**config.mk**
```make
export PLATFORM = sky130hd
export DESIGN_NAME = encoder_speed_estimator
export DESIGN_NICKNAME = d
export VERILOG_FILES = /design/src/hw/rtl/esp_pkg.sv /design/src/hw/rtl/esp_serial_unit.sv /design/src/hw/rtl/encoder_speed_estimator.sv
export SDC_FILE = /design/constraint.sdc
export NUM_CORES = 1
export LEC_CHECK = 0
export BUFFER_PORTS_ARGS = -buffer_cell sky130_fd_sc_hd__buf_4
export CAP_MARGIN = 40
export CORE_MARGIN = 8
export CORE_UTILIZATION = 50
export CTS_BUF_LIST = sky130_fd_sc_hd__clkbuf_16
export CTS_CLUSTER_DIAMETER = 50
export DETAILED_ROUTE_END_ITERATION = 12
export GPL_ROUTABILITY_DRIVEN = 1
export PLACE_DENSITY = 0.71
export SYNTH_ARGS = -nofsm -noshare
export SYNTH_HDL_FRONTEND = slang
export SYNTH_SLANG_ARGS = --single-unit
```
**constraint.sdc**
```tcl
create_clock -name i_clk -period 11.1 [get_ports i_clk]
set_input_delay 1.11 -clock i_clk [delete_from_list [all_inputs] [get_ports i_clk]]
set_output_delay 1.11 -clock i_clk [all_outputs]
set_load 0.005 [all_outputs]
```
**src/hw/rtl/esp_pkg.sv**
```systemverilog
// Package of the encoder speed estimator: widths, constants and the
// request/response structs between the top level and the serial unit.
package esp_pkg;

    localparam int COUNT_WIDTH = 32;

    localparam int SCALE_W = 32;
    localparam int POS_W   = 32;
    localparam int TIME_W  = 32;
    localparam int RPM_W   = 32;

    // Position difference, wrapped to the counter width
    localparam int MOVE_W = (COUNT_WIDTH < POS_W + 1) ? COUNT_WIDTH : POS_W + 1;
    localparam int M2_W   = MOVE_W + 2;
    localparam int MAG_W  = MOVE_W + 1;
    localparam int CMPM_W = (MOVE_W > POS_W) ? MOVE_W : POS_W;
    localparam int PROD_W = SCALE_W + MAG_W;
    localparam int DEN_W  = TIME_W + 1;
    localparam int CMP_W  = (MAG_W > DEN_W) ? MAG_W : DEN_W;
    localparam int STEP_W = $clog2(SCALE_W);

    localparam int IN_TDATA_W  = POS_W + TIME_W + POS_W + TIME_W;
    localparam int OUT_TDATA_W = RPM_W;
    localparam int OUT_TUSER_W = 1;

    localparam logic [SCALE_W-1:0] RPM_SCALE_RESET = 32'd1893202;

    localparam logic signed [MOVE_W-1:0] BIG_POS = MOVE_W'(3);
    localparam logic signed [MOVE_W-1:0] BIG_NEG = MOVE_W'(-3);

    localparam logic signed [CMPM_W-1:0] MV_MAX = CMPM_W'(64'sh0000_0000_7FFF_FFFF);
    localparam logic signed [CMPM_W-1:0] MV_MIN = CMPM_W'(-64'sh0000_0000_8000_0000);

    localparam logic [RPM_W-1:0] RPM_POS_LIM = 32'h7FFF_FFFF;
    localparam logic [RPM_W-1:0] RPM_NEG_LIM = 32'h8000_0000;

    typedef struct packed {
        logic               start;
        logic               mul;
        logic [SCALE_W-1:0] scale;
        logic [MAG_W-1:0]   mag;
        logic [DEN_W-1:0]   den;
    } t_unit_req;

    typedef struct packed {
        logic               done;
        logic               over;
        logic [SCALE_W-1:0] quo;
    } t_unit_rsp;

endpackage

```
**src/hw/rtl/esp_serial_unit.sv**
```systemverilog
// Bit-serial multiply (scale * magnitude) followed by a restoring divide with
// quotient overflow check. Depends on esp_pkg.
module esp_serial_unit (
    input  logic              i_clk,
    input  logic              i_rst_n,
    input  esp_pkg::t_unit_req i_req,
    output esp_pkg::t_unit_rsp o_rsp
);
    import esp_pkg::*;

    typedef enum logic [1:0] {U_IDLE, U_MUL, U_CHK, U_DIV} t_ustate;

    t_ustate             r_state;
    logic [STEP_W-1:0]   r_cnt;
    logic [PROD_W-1:0]   r_acc;
    logic [MAG_W-1:0]    r_mag;
    logic [DEN_W-1:0]    r_den;
    logic [DEN_W-1:0]    r_rem;
    logic                r_done;
    logic                r_over;

    logic [MAG_W-1:0]    acc_hi;
    logic [MAG_W:0]      mul_sum;
    logic [PROD_W-1:0]   n_acc_mul;
    logic                hi_ge;
    logic [DEN_W:0]      div_tmp;
    logic [DEN_W:0]      div_diff;
    logic                div_ge;
    logic [DEN_W-1:0]    n_rem;
    logic                cnt_last;

    assign acc_hi    = r_acc[PROD_W-1:SCALE_W];
    // add the multiplicand into the top when the current multiplier bit is set
    assign mul_sum   = {1'b0, acc_hi} + {1'b0, r_mag & {MAG_W{r_acc[0]}}};
    assign n_acc_mul = {mul_sum, r_acc[SCALE_W-1:1]};

    // quotient needs more than 32 bits when the upper half reaches the divisor
    assign hi_ge    = CMP_W'(acc_hi) >= CMP_W'(r_den);

    assign div_tmp  = {r_rem, r_acc[SCALE_W-1]};
    assign div_ge   = div_tmp >= {1'b0, r_den};
    assign div_diff = div_tmp - {1'b0, r_den};
    assign n_rem    = div_ge ? div_diff[DEN_W-1:0] : div_tmp[DEN_W-1:0];

    assign cnt_last = r_cnt == STEP_W'(SCALE_W - 1);

    always_ff @(posedge i_clk) begin
        if (!i_rst_n) begin
            r_state <= U_IDLE;
            r_cnt   <= '0;
            r_done  <= 1'b0;
        end else begin
            r_done <= ((r_state == U_CHK) && hi_ge) || ((r_state == U_DIV) && cnt_last);
            unique case (r_state)
                U_IDLE: begin
                    if (i_req.start) begin
                        r_acc   <= {MAG_W'(0), i_req.scale};
                        r_mag   <= i_req.mag;
                        r_den   <= i_req.den;
                        r_cnt   <= '0;
                        r_state <= i_req.mul ? U_MUL : U_CHK;
                    end
                end
                U_MUL: begin
                    r_acc <= n_acc_mul;
                    r_cnt <= r_cnt + STEP_W'(1);
                    if (cnt_last) begin
                        r_state <= U_CHK;
                    end
                end
                U_CHK: begin
                    r_over <= hi_ge;
                    r_rem  <= DEN_W'(acc_hi);
                    r_cnt  <= '0;
                    if (hi_ge) begin
                        r_state <= U_IDLE;
                    end else begin
                        r_state <= U_DIV;
                    end
                end
                U_DIV: begin
                    // shift the dividend out and the quotient in, one bit a cycle
                    r_rem                <= n_rem;
                    r_acc[SCALE_W-1:0]   <= {r_acc[SCALE_W-2:0], div_ge};
                    r_cnt                <= r_cnt + STEP_W'(1);
                    if (cnt_last) begin
                        r_state <= U_IDLE;
                    end
                end
            endcase
        end
    end

    assign o_rsp.done = r_done;
    assign o_rsp.over = r_over;
    assign o_rsp.quo  = r_acc[SCALE_W-1:0];

endmodule

```
**src/hw/rtl/encoder_speed_estimator.sv**
```systemverilog
// Encoder speed estimator (M/T method), top level.
// Depends on esp_pkg and esp_serial_unit.
//
// Input stream (s side): one transfer per sample carries position, now_us,
// step_interval_us and last_step_us; one result transfer (m side) follows
// each, with rpm (signed Q23.8, negated) in tdata and saturated in tuser.
// Config channel: a transfer on i_cfg_valid writes rpm_scale; it is always
// ready and is to be written only while no sample is in flight.
// Work per sample, from input transfer to result valid:
//   large move (more than 3 counts): a bit-serial multiply, an overflow
//     check and a restoring divide (the divide is skipped on overflow);
//   small move (period path): check and divide only;
//   zero sample time or zero interval: no serial work, straight to the result.
// One sample is worked on at a time; the next input is taken once the
// result has moved into the output register.
// A stalled receiver holds the output register; one further result may be
// computed behind it and waits until the register frees.
// Synchronous reset clears the output, the history (previous position, time
// and large move) and sets rpm_scale to its default.
module encoder_speed_estimator (
    input  logic                          i_clk,
    input  logic                          i_rst_n,
    input  logic                          i_s_tvalid,
    output logic                          o_s_tready,
    // [31:0] position, [63:32] now_us, [95:64] step_interval_us, [127:96] last_step_us
    input  logic [esp_pkg::IN_TDATA_W-1:0]  i_s_tdata,
    output logic                          o_m_tvalid,
    input  logic                          i_m_tready,
    // [31:0] rpm
    output logic [esp_pkg::OUT_TDATA_W-1:0] o_m_tdata,
    // [0] saturated
    output logic [esp_pkg::OUT_TUSER_W-1:0] o_m_tuser,
    input  logic                          i_cfg_valid,
    output logic                          o_cfg_ready,
    input  logic [esp_pkg::SCALE_W-1:0]   i_cfg_data
);
    import esp_pkg::*;

    typedef enum logic [2:0] {S_IDLE, S_PREP, S_LAUNCH, S_WAIT, S_DONE} t_state;

    t_state                    r_state;
    logic [SCALE_W-1:0]        r_scale;
    logic [POS_W-1:0]          r_prev_pos;
    logic [TIME_W-1:0]         r_prev_time;
    logic [POS_W-1:0]          r_prev_big;
    logic signed [MOVE_W-1:0]  r_move;
    logic [TIME_W-1:0]         r_t;
    logic [TIME_W-1:0]         r_age;
    logic [POS_W-1:0]          r_e;
    logic                      r_big;
    logic signed [M2_W-1:0]    r_m2;
    logic [TIME_W-1:0]         r_ae;
    logic                      r_neg;
    logic [RPM_W-1:0]          r_res_rpm;
    logic                      r_res_sat;
    logic                      r_out_valid;
    logic [RPM_W-1:0]          r_out_rpm;
    logic                      r_out_sat;

    logic [POS_W-1:0]          in_pos;
    logic [TIME_W-1:0]         in_now;
    logic [POS_W-1:0]          in_step;
    logic [TIME_W-1:0]         in_last;
    logic [POS_W:0]            diff;
    logic signed [MOVE_W-1:0]  n_move;
    logic [TIME_W-1:0]         n_t;
    logic [TIME_W-1:0]         n_age;
    logic signed [CMPM_W-1:0]  mv_x;
    logic signed [CMPM_W-1:0]  pb_x;
    logic                      n_big;
    logic signed [M2_W-1:0]    m2_adj;
    logic signed [M2_W-1:0]    n_m2;
    logic [POS_W-1:0]          n_prev_big;
    logic [TIME_W-1:0]         e_abs;
    logic [TIME_W-1:0]         n_ae;
    logic signed [M2_W-1:0]    m2_negd;
    logic [MAG_W-1:0]          mag2;
    logic                      res_neg;
    logic [RPM_W-1:0]          res_lim;
    logic                      res_sat;
    logic [RPM_W-1:0]          res_mag;
    logic [RPM_W-1:0]          res_rpm;
    t_unit_req                 unit_req;
    t_unit_rsp                 unit_rsp;

    assign in_pos  = i_s_tdata[POS_W-1:0];
    assign in_now  = i_s_tdata[POS_W+TIME_W-1:POS_W];
    assign in_step = i_s_tdata[2*POS_W+TIME_W-1:POS_W+TIME_W];
    assign in_last = i_s_tdata[IN_TDATA_W-1:2*POS_W+TIME_W];

    assign diff   = {in_pos[POS_W-1], in_pos} - {r_prev_pos[POS_W-1], r_prev_pos};
    assign n_move = diff[MOVE_W-1:0];
    assign n_t    = in_now - r_prev_time;
    assign n_age  = in_now - in_last;

    assign mv_x  = CMPM_W'(r_move);
    assign pb_x  = CMPM_W'($signed(r_prev_big));
    assign n_big = (r_move > BIG_POS) || (r_move < BIG_NEG);

    // pull the doubled move half a count toward the previous large move
    always_comb begin
        priority if (mv_x < pb_x) begin
            m2_adj = M2_W'(1);
        end else if (mv_x > pb_x) begin
            m2_adj = M2_W'(-1);
        end else begin
            m2_adj = '0;
        end
    end

    assign n_m2 = (M2_W'(r_move) <<< 1) + m2_adj;

    always_comb begin
        priority if (mv_x > MV_MAX) begin
            n_prev_big = RPM_POS_LIM;
        end else if (mv_x < MV_MIN) begin
            n_prev_big = RPM_NEG_LIM;
        end else begin
            n_prev_big = mv_x[POS_W-1:0];
        end
    end

    // a stale interval stretches to the age of the last step
    assign e_abs = r_e[POS_W-1] ? (TIME_W'(0) - r_e) : r_e;
    assign n_ae  = (r_age > e_abs) ? r_age : e_abs;

    assign m2_negd = -r_m2;
    assign mag2    = r_m2[M2_W-1] ? m2_negd[MAG_W-1:0] : r_m2[MAG_W-1:0];

    assign unit_req.start = (r_state == S_LAUNCH) &&
                            (r_big ? (r_t != '0) : (r_ae != '0));
    assign unit_req.mul   = r_big;
    assign unit_req.scale = r_scale;
    assign unit_req.mag   = mag2;
    assign unit_req.den   = r_big ? {r_t, 1'b0} : {1'b0, r_ae};

    esp_serial_unit u_serial (
        .i_clk   (i_clk),
        .i_rst_n (i_rst_n),
        .i_req   (unit_req),
        .o_rsp   (unit_rsp)
    );

    assign res_neg = r_neg && ((unit_rsp.quo != '0) || unit_rsp.over);
    assign res_lim = res_neg ? RPM_NEG_LIM : RPM_POS_LIM;
    assign res_sat = unit_rsp.over || (unit_rsp.quo > res_lim);
    assign res_mag = res_sat ? res_lim : unit_rsp.quo;
    assign res_rpm = res_neg ? (RPM_W'(0) - res_mag) : res_mag;

    always_ff @(posedge i_clk) begin
        if (!i_rst_n) begin
            r_state     <= S_IDLE;
            r_scale     <= RPM_SCALE_RESET;
            r_prev_pos  <= '0;
            r_prev_time <= '0;
            r_prev_big  <= '0;
            r_out_valid <= 1'b0;
        end else begin
            if (i_cfg_valid) begin
                r_scale <= i_cfg_data;
            end
            if (r_out_valid && i_m_tready && (r_state != S_DONE)) begin
                r_out_valid <= 1'b0;
            end
            unique case (r_state)
                S_IDLE: begin
                    if (i_s_tvalid) begin
                        r_move      <= n_move;
                        r_t         <= n_t;
                        r_age       <= n_age;
                        r_e         <= in_step;
                        r_prev_pos  <= in_pos;
                        r_prev_time <= in_now;
                        r_state     <= S_PREP;
                    end
                end
                S_PREP: begin
                    r_big <= n_big;
                    r_m2  <= n_m2;
                    r_ae  <= n_ae;
                    if (n_big) begin
                        r_prev_big <= n_prev_big;
                    end
                    r_state <= S_LAUNCH;
                end
                S_LAUNCH: begin
                    if (r_big) begin
                        r_neg <= !r_m2[M2_W-1];
                        if (r_t == '0) begin
                            // zero sample time: full scale against the move, or zero for a zero scale
                            priority if (r_scale == '0) begin
                                r_res_rpm <= '0;
                            end else if (!r_m2[M2_W-1]) begin
                                r_res_rpm <= RPM_NEG_LIM;
                            end else begin
                                r_res_rpm <= RPM_POS_LIM;
                            end
                            r_res_sat <= 1'b1;
                            r_state   <= S_DONE;
                        end else begin
                            r_state <= S_WAIT;
                        end
                    end else begin
                        r_neg <= !r_e[POS_W-1];
                        if (r_ae == '0) begin
                            r_res_rpm <= '0;
                            r_res_sat <= 1'b1;
                            r_state   <= S_DONE;
                        end else begin
                            r_state <= S_WAIT;
                        end
                    end
                end
                S_WAIT: begin
                    if (unit_rsp.done) begin
                        r_res_rpm <= res_rpm;
                        r_res_sat <= res_sat;
                        r_state   <= S_DONE;
                    end
                end
                S_DONE: begin
                    // hold until the output register is free or being drained
                    if (!r_out_valid || i_m_tready) begin
                        r_out_rpm   <= r_res_rpm;
                        r_out_sat   <= r_res_sat;
                        r_out_valid <= 1'b1;
                        r_state     <= S_IDLE;
                    end
                end
            endcase
        end
    end

    assign o_s_tready  = r_state == S_IDLE;
    assign o_m_tvalid  = r_out_valid;
    assign o_m_tdata   = r_out_rpm;
    assign o_m_tuser   = r_out_sat;
    assign o_cfg_ready = 1'b1;

endmodule

```
# == Word level (Yosys, flattened, before mapping) ==
# Index checks and enable logic that the tools add are counted.
# classes
n_addsub,10
magnitude_cmp,10
n_eq_ne,17
mux,48
bitwise_logic,1
reduce_logical,41
# ops
cell,count
$mux 32,14
$pmux 33 s2,2
$gt 32x32->1,3
$logic_not 32->1,3
$pmux 32 s3,1
$reduce_bool 32->1,3
$sub 32x32->32,3
$mux 34,2
$mux 33,2
$mux 65,1
$pmux 32 s2,1
$sub 1x32->32 const A,2
$add 33x33->34,1
$add 33x34->34,1
$ge 34x33->1,1
$and 33x33->33,1
$ge 33x33->1,1
$neg 33->33,1
$sub 33x33->33,1
$gt 32x3->1 const B,1
$gt 32x32->1 const B,1
$lt 32x3->1 const B,1
$lt 32x32->1,1
$lt 32x32->1 const B,1
30 further kinds,78
# word_totals
reg_bits,567
in_bits,165
output_inout_bits,36

# == Logic depth before layout (Yosys ltp) ==
# logic_depth
depth_word,11
depth_mapped,29

# == Hierarchy ==
# A second synthesis with hierarchy kept.
# unflattened
hier_cells,3655
hier_area_um2,36495.0
# modules_own_cells
mod,instances,cells_each,area_per_inst_um2
encoder_speed_estimator,1,2531,24938.9
esp_serial_unit,1,1124,11556.1

# == Least setup slack after synthesis ==
# OpenSTA, ideal clock, no wires.
# synth_path
path_type,input to register
from,input i_rst_n
to,"register u_serial.r_den[0], enable pin"
arrival_time_ps,7744
t_required_ps,10447
setup_slack_ps,2704
path_stages,3
path_buffers,1
path_cell_list,clkbuf_1 nand2_1 nor4_1
# synth_between
elab_chain_len,1
# synth_lines
item,line,text
"start, declared",encoder_speed_estimator.sv:22,"input logic i_rst_n,"
$reduce_and 3->1 (no line),-,
"end signal, assigned",esp_serial_unit.sv:59,r_den <= i_req.den;
"end, declared",esp_serial_unit.sv:17,logic [DEN_W-1:0] r_den;
# No other way between the ends.
# A chain may end at the register's enable or synchronous reset.

# == Worst setup path after layout ==
# layout_path
from,register u_serial.r_acc[3]
to,"register r_res_rpm[28], data pin"
# layout_between
elab_chain_len,11
# layout_lines
item,line,text
"start, declared",esp_serial_unit.sv:15,logic [PROD_W-1:0] r_acc;
"start signal, assigned",esp_serial_unit.sv:57,"r_acc <= {MAG_W'(0), i_req.scale};"
"start signal, assigned",esp_serial_unit.sv:65,r_acc <= n_acc_mul;
"start signal, assigned by index",esp_serial_unit.sv:84,"r_acc[SCALE_W-1:0] <= {r_acc[SCALE_W-2:0], div_ge};"
$reduce_bool 32->1,encoder_speed_estimator.sv:144,assign res_neg = r_neg && ((unit_rsp.quo != '0) || unit_rsp.over);
$logic_or 1x1->1,encoder_speed_estimator.sv:144,
$logic_and 1x1->1,encoder_speed_estimator.sv:144,
$mux 32,encoder_speed_estimator.sv:145,assign res_lim = res_neg ? RPM_NEG_LIM : RPM_POS_LIM;
$gt 32x32->1,encoder_speed_estimator.sv:146,assign res_sat = unit_rsp.over || (unit_rsp.quo > res_lim);
$logic_or 1x1->1,encoder_speed_estimator.sv:146,
$mux 32,encoder_speed_estimator.sv:147,assign res_mag = res_sat ? res_lim : unit_rsp.quo;
$sub 1x32->32,encoder_speed_estimator.sv:148,assign res_rpm = res_neg ? (RPM_W'(0) - res_mag) : res_mag;
$mux 32 (*),encoder_speed_estimator.sv:148,
$mux 32 (*),encoder_speed_estimator.sv:215,if (unit_rsp.done) begin
$pmux 32 s2 (*),encoder_speed_estimator.sv:165,unique case (r_state)
"end signal, assigned",encoder_speed_estimator.sv:216,r_res_rpm <= res_rpm;
"end, declared",encoder_speed_estimator.sv:54,logic [RPM_W-1:0] r_res_rpm;
# Mark *: on every way between the ends. The rest lies on a longest branch, timed or not. The select of a mux whose other input is x is not followed.

==> results.md <==
* Endpoints failing setup at 0
* Clk slew on worst S/H paths at 60 ps
* Row cnt at 98
* GRT met2 Usage at 33.9%
* Critical Path Slowest Stage Cell: or4_1
* Clock skew at 29.6 ps
* Die X-Extent at 283 µm
* Register area at 15600 µm²
* CTS root buf: clkbuf_16
* Via/cell ratio at 5.61
* GPL Wtd Cong at 0.906
* Synthesized cell area at 35700 µm²
* Met3 Use GR at 2.90%
* Clock Latency Late Sink at 620 ps
* Switching pwr at 1.77 mW
* Area Overhead vs Synth at 14.2%
* Setup TNS at 0 ps
* CP top delay family: simple AND/OR/NAND/NOR gates
* Busiest layer in global routing: met2
* H-tree depth at 3
* Initial Util at 50.2%
* # fillers at 6171
* Worst VDD drop at 0.107 mV
* Status: completed
* Crit. End Element: flop
* Syn avg cell area at 9.85 µm²
* Post-synth top flop: edfxtp_1
* First-pass GRT wire length at 137 mm
* Max-Cap Viols at 0
* WP data required at 11450 ps
* Total internal power at 4.41 mW
* Wire per inst at 17.8 µm
* Post_cts resized at 0
* Share of cells above drive strength 1 at 10.9%
* Placed cell count at 4693
* EDFF count, synth at 427
* Register area share after synthesis at 43.8%
* Hold/Removal Path Class: reg -> reg
* Seq pwr share at 41.9%
* Slew Viols, Final at 0
* CTS tree: yes
* Final wirelength at 85.8 mm
* Crit-path max cell delay at 620 ps
* Unique masters post-synth at 74
* Post-CTS repair timing setup buffer count at 0
* Port bufs at 199
* Antenna-violating nets left at 0
* Vias in the first global route at 26100
* NumNets Final at 4312
* Cell mode on critical path: o21ai_0
* Crit path time final at 7250 ps
* Die height at 283 µm
* Largest net degree at the start of global routing at 72
* Detailed Place HPWL at 65.7 mm
* I/O Pins at 201
* Cts bufs inserted at 71
* Core Region at 71100 µm²
* FF+latch count, synth at 567
* Clock share of power at 37.8%
* Die area at 80200 µm²
* Hold Fails Final Rpt at 0
* Max-slew headroom at 43.4%
* # diodes at 0
* Clock Path Buffers at 3
* DRT iter0 DRCs at 1877
* Post-Syn Nets at 4120
* Total GRT Usage at 20.6%
* P_leak at 16.4 nW
* Met1 Use GR at 27.7%
* CP startpoint kind: flop
* Critical path buffers and inverters at 3
* Worst Tran Pin Value at 846 ps
* Clk sink count at 567
* Vias at 27100
* Arrival time of the worst setup path at 7600 ps
* Combinational power share at 20.3%
* Net Sw Frac at 28.7%
* Initial antenna violation count at 0
* Syn Inst Count at 3624
* Gr ovfl total at 0
* P per Cell Area at 152 nW/µm²
* Async set-reset flop share out of synthesis at 0%
* Fin crit share at 65.3%
* Critical path peak fanout at 49
* # hold bufs at CTS at 0
* CP Class: reg -> reg
* Fmax at 138 MHz
* Area occupied by multi-input gates at 18700 µm²
* Fin util at 57.3%
* RSZ-0062 raised after global routing: no
* DRC viols at 0
* Finished Layout Cells at 4825
* Synth Warn # at 0
* TritonRoute pass-1 iters at 6
layer usage:
| metal | part of all wire, % | vias up |
|---|---|---|
| met5 | 0 | - |
| met4 | 3.3 | 0 |
| met3 | 4.6 | 158 |
| met2 | 46 | 643 |
| met1 | 46 | 12600 |
| li1 | - | 13700 |
per-stage QoR:
stage,area [µm²],hold slack (ps),worst slack (ps),power [mW]
after floorplan,35700,400,2700,3.53
after global placement,38200,402,3980,3.85
after detailed placement,38400,405,3900,3.88
after CTS,40800,406,3870,6.23
after global routing,40800,422,3370,6.47
final,40800,411,3850,6.18
Yosys cell counts, drive strengths merged, types with 11 or more instances:
cell    instances  share of area [%]
nand4          55               0.96
nor4           48               0.88
o211ai         12               0.25
nand3          37               0.52
clkbuf         90               0.95
edfxtp        427                 36
o21a           52                1.1
a221oi         19               0.47
xnor2         151                3.7
a211o          13               0.32
inv           265                2.8
mux2           32                1.0
a21oi         301                4.2
dfxtp         140                7.8
nand2         319                3.4
a211oi         38               0.80
mux2i         143                4.0
buf            24               0.28
and2           46               0.81
or3            27               0.51
o21bai         26               0.55
nor3b          13               0.27
a31oi          22               0.39
o31ai          39               0.82
a21o          114                2.4
o41ai          11               0.27
o21ai         199                2.8
ha            325                 11
nand2b         35               0.61
nor3           59               0.84
nor2          270                2.8
xor2           76                1.9
and3           33               0.58
or4            24               0.56
nor2b          46               0.81
logic make-up (layout without fill, tap and decap cells):
kind of cell / count (synthesis) / after routing / share of synthesized area, %
compound gates: 914 / 914 / 16.0
xor+xnor: 227 / 227 / 5.57
fa+ha+maj: 331 / 331 / 11.7
buf+inv: 380 / 631 / 4.02
flops: 567 / 567 / 43.8
mux: 175 / 175 / 5.02
other cells: 1 / 1 / 0.0105
simple gates: 1029 / 1029 / 13.9
registers in the layout, summed over array words and instances (netlist names), 33 cells and up:
signal and cells:
u_serial.r_acc 65, r_m2 34, u_serial.r_den 33, u_serial.r_mag 33, u_serial.r_rem 33
cell usage in the layout (no fill, tap or decap), types with 13 or more instances in the layout:
| cell | n |
|---|---|
| a31oi_1 | 21 |
| buf_4 | 226 |
| nor3_1 | 57 |
| or4_1 | 19 |
| nand3_1 | 37 |
| edfxtp_1 | 427 |
| clkbuf_16 | 73 |
| a21o_1 | 114 |
| a221oi_1 | 19 |
| nand2_1 | 317 |
| inv_1 | 275 |
| xor2_1 | 76 |
| mux2_2 | 32 |
| a21oi_1 | 301 |
| o21bai_1 | 26 |
| nor2b_1 | 46 |
| nand2b_1 | 35 |
| nor3b_1 | 13 |
| nor2_1 | 267 |
| o31ai_1 | 39 |
| or3_1 | 24 |
| o21a_1 | 52 |
| xnor2_1 | 151 |
| a211o_1 | 13 |
| mux2i_1 | 143 |
| and3_1 | 31 |
| a211oi_1 | 37 |
| ha_1 | 325 |
| nor4_1 | 45 |
| dfxtp_1 | 138 |
| o21ai_0 | 196 |
| nand4_1 | 55 |
| and2_1 | 45 |
final cells by class:
cell class | instances | area share (%)
clock buffer | 73 | 4.48
sequential | 567 | 38.3
timing repair buffer | 233 | 4.43
clock inverter | 59 | 1.46
inverter | 266 | 2.45
multi-input combinational | 2677 | 45.9
tap | 950 | 2.92
worst paths after layout:
kind / start / end / slack, ps / depth (start not counted)
min reg2reg: r_res_rpm[17] / o_m_tdata[17] / 410 / 0
max: u_serial.r_acc[3] / r_res_rpm[28] / 3850 / 25
min: r_res_rpm[17] / o_m_tdata[17] / 410 / 0
max reg2reg: u_serial.r_acc[3] / r_res_rpm[28] / 3850 / 25
worst reg2reg max path: stages, from the launching register on:
cell	delay [ps]
edfxtp_1	500
or4_1	620
nor4_2	420
nand3_1	250
nor3_2	320
nand2_1	190
o21a_1	300
buf_4	330
clkinv_1	430
ha_1	240
nor2b_1	40
o21ai_0	170
nand2b_1	70
a21oi_1	160
o221ai_1	180
a221oi_1	430
o21ai_2	100
buf_4	230
o21ai_0	260
ha_1	450
nand4_1	260
or3_1	430
o41ai_1	340
xnor2_1	110
nor2_1	80
o21ai_0	70
power by group through the flow:
stage / registers [mW] / clock network [mW] / logic, mW
after detailed placement: 2.63 / 0 / 1.24
after CTS: 2.59 / 2.39 / 1.25
after global placement: 2.63 / 0 / 1.22
after global routing: 2.60 / 2.46 / 1.41
final: 2.59 / 2.33 / 1.26
after floorplan: 2.59 / 0 / 0.937
Note: power is estimated with default switching activity, not from simulation.
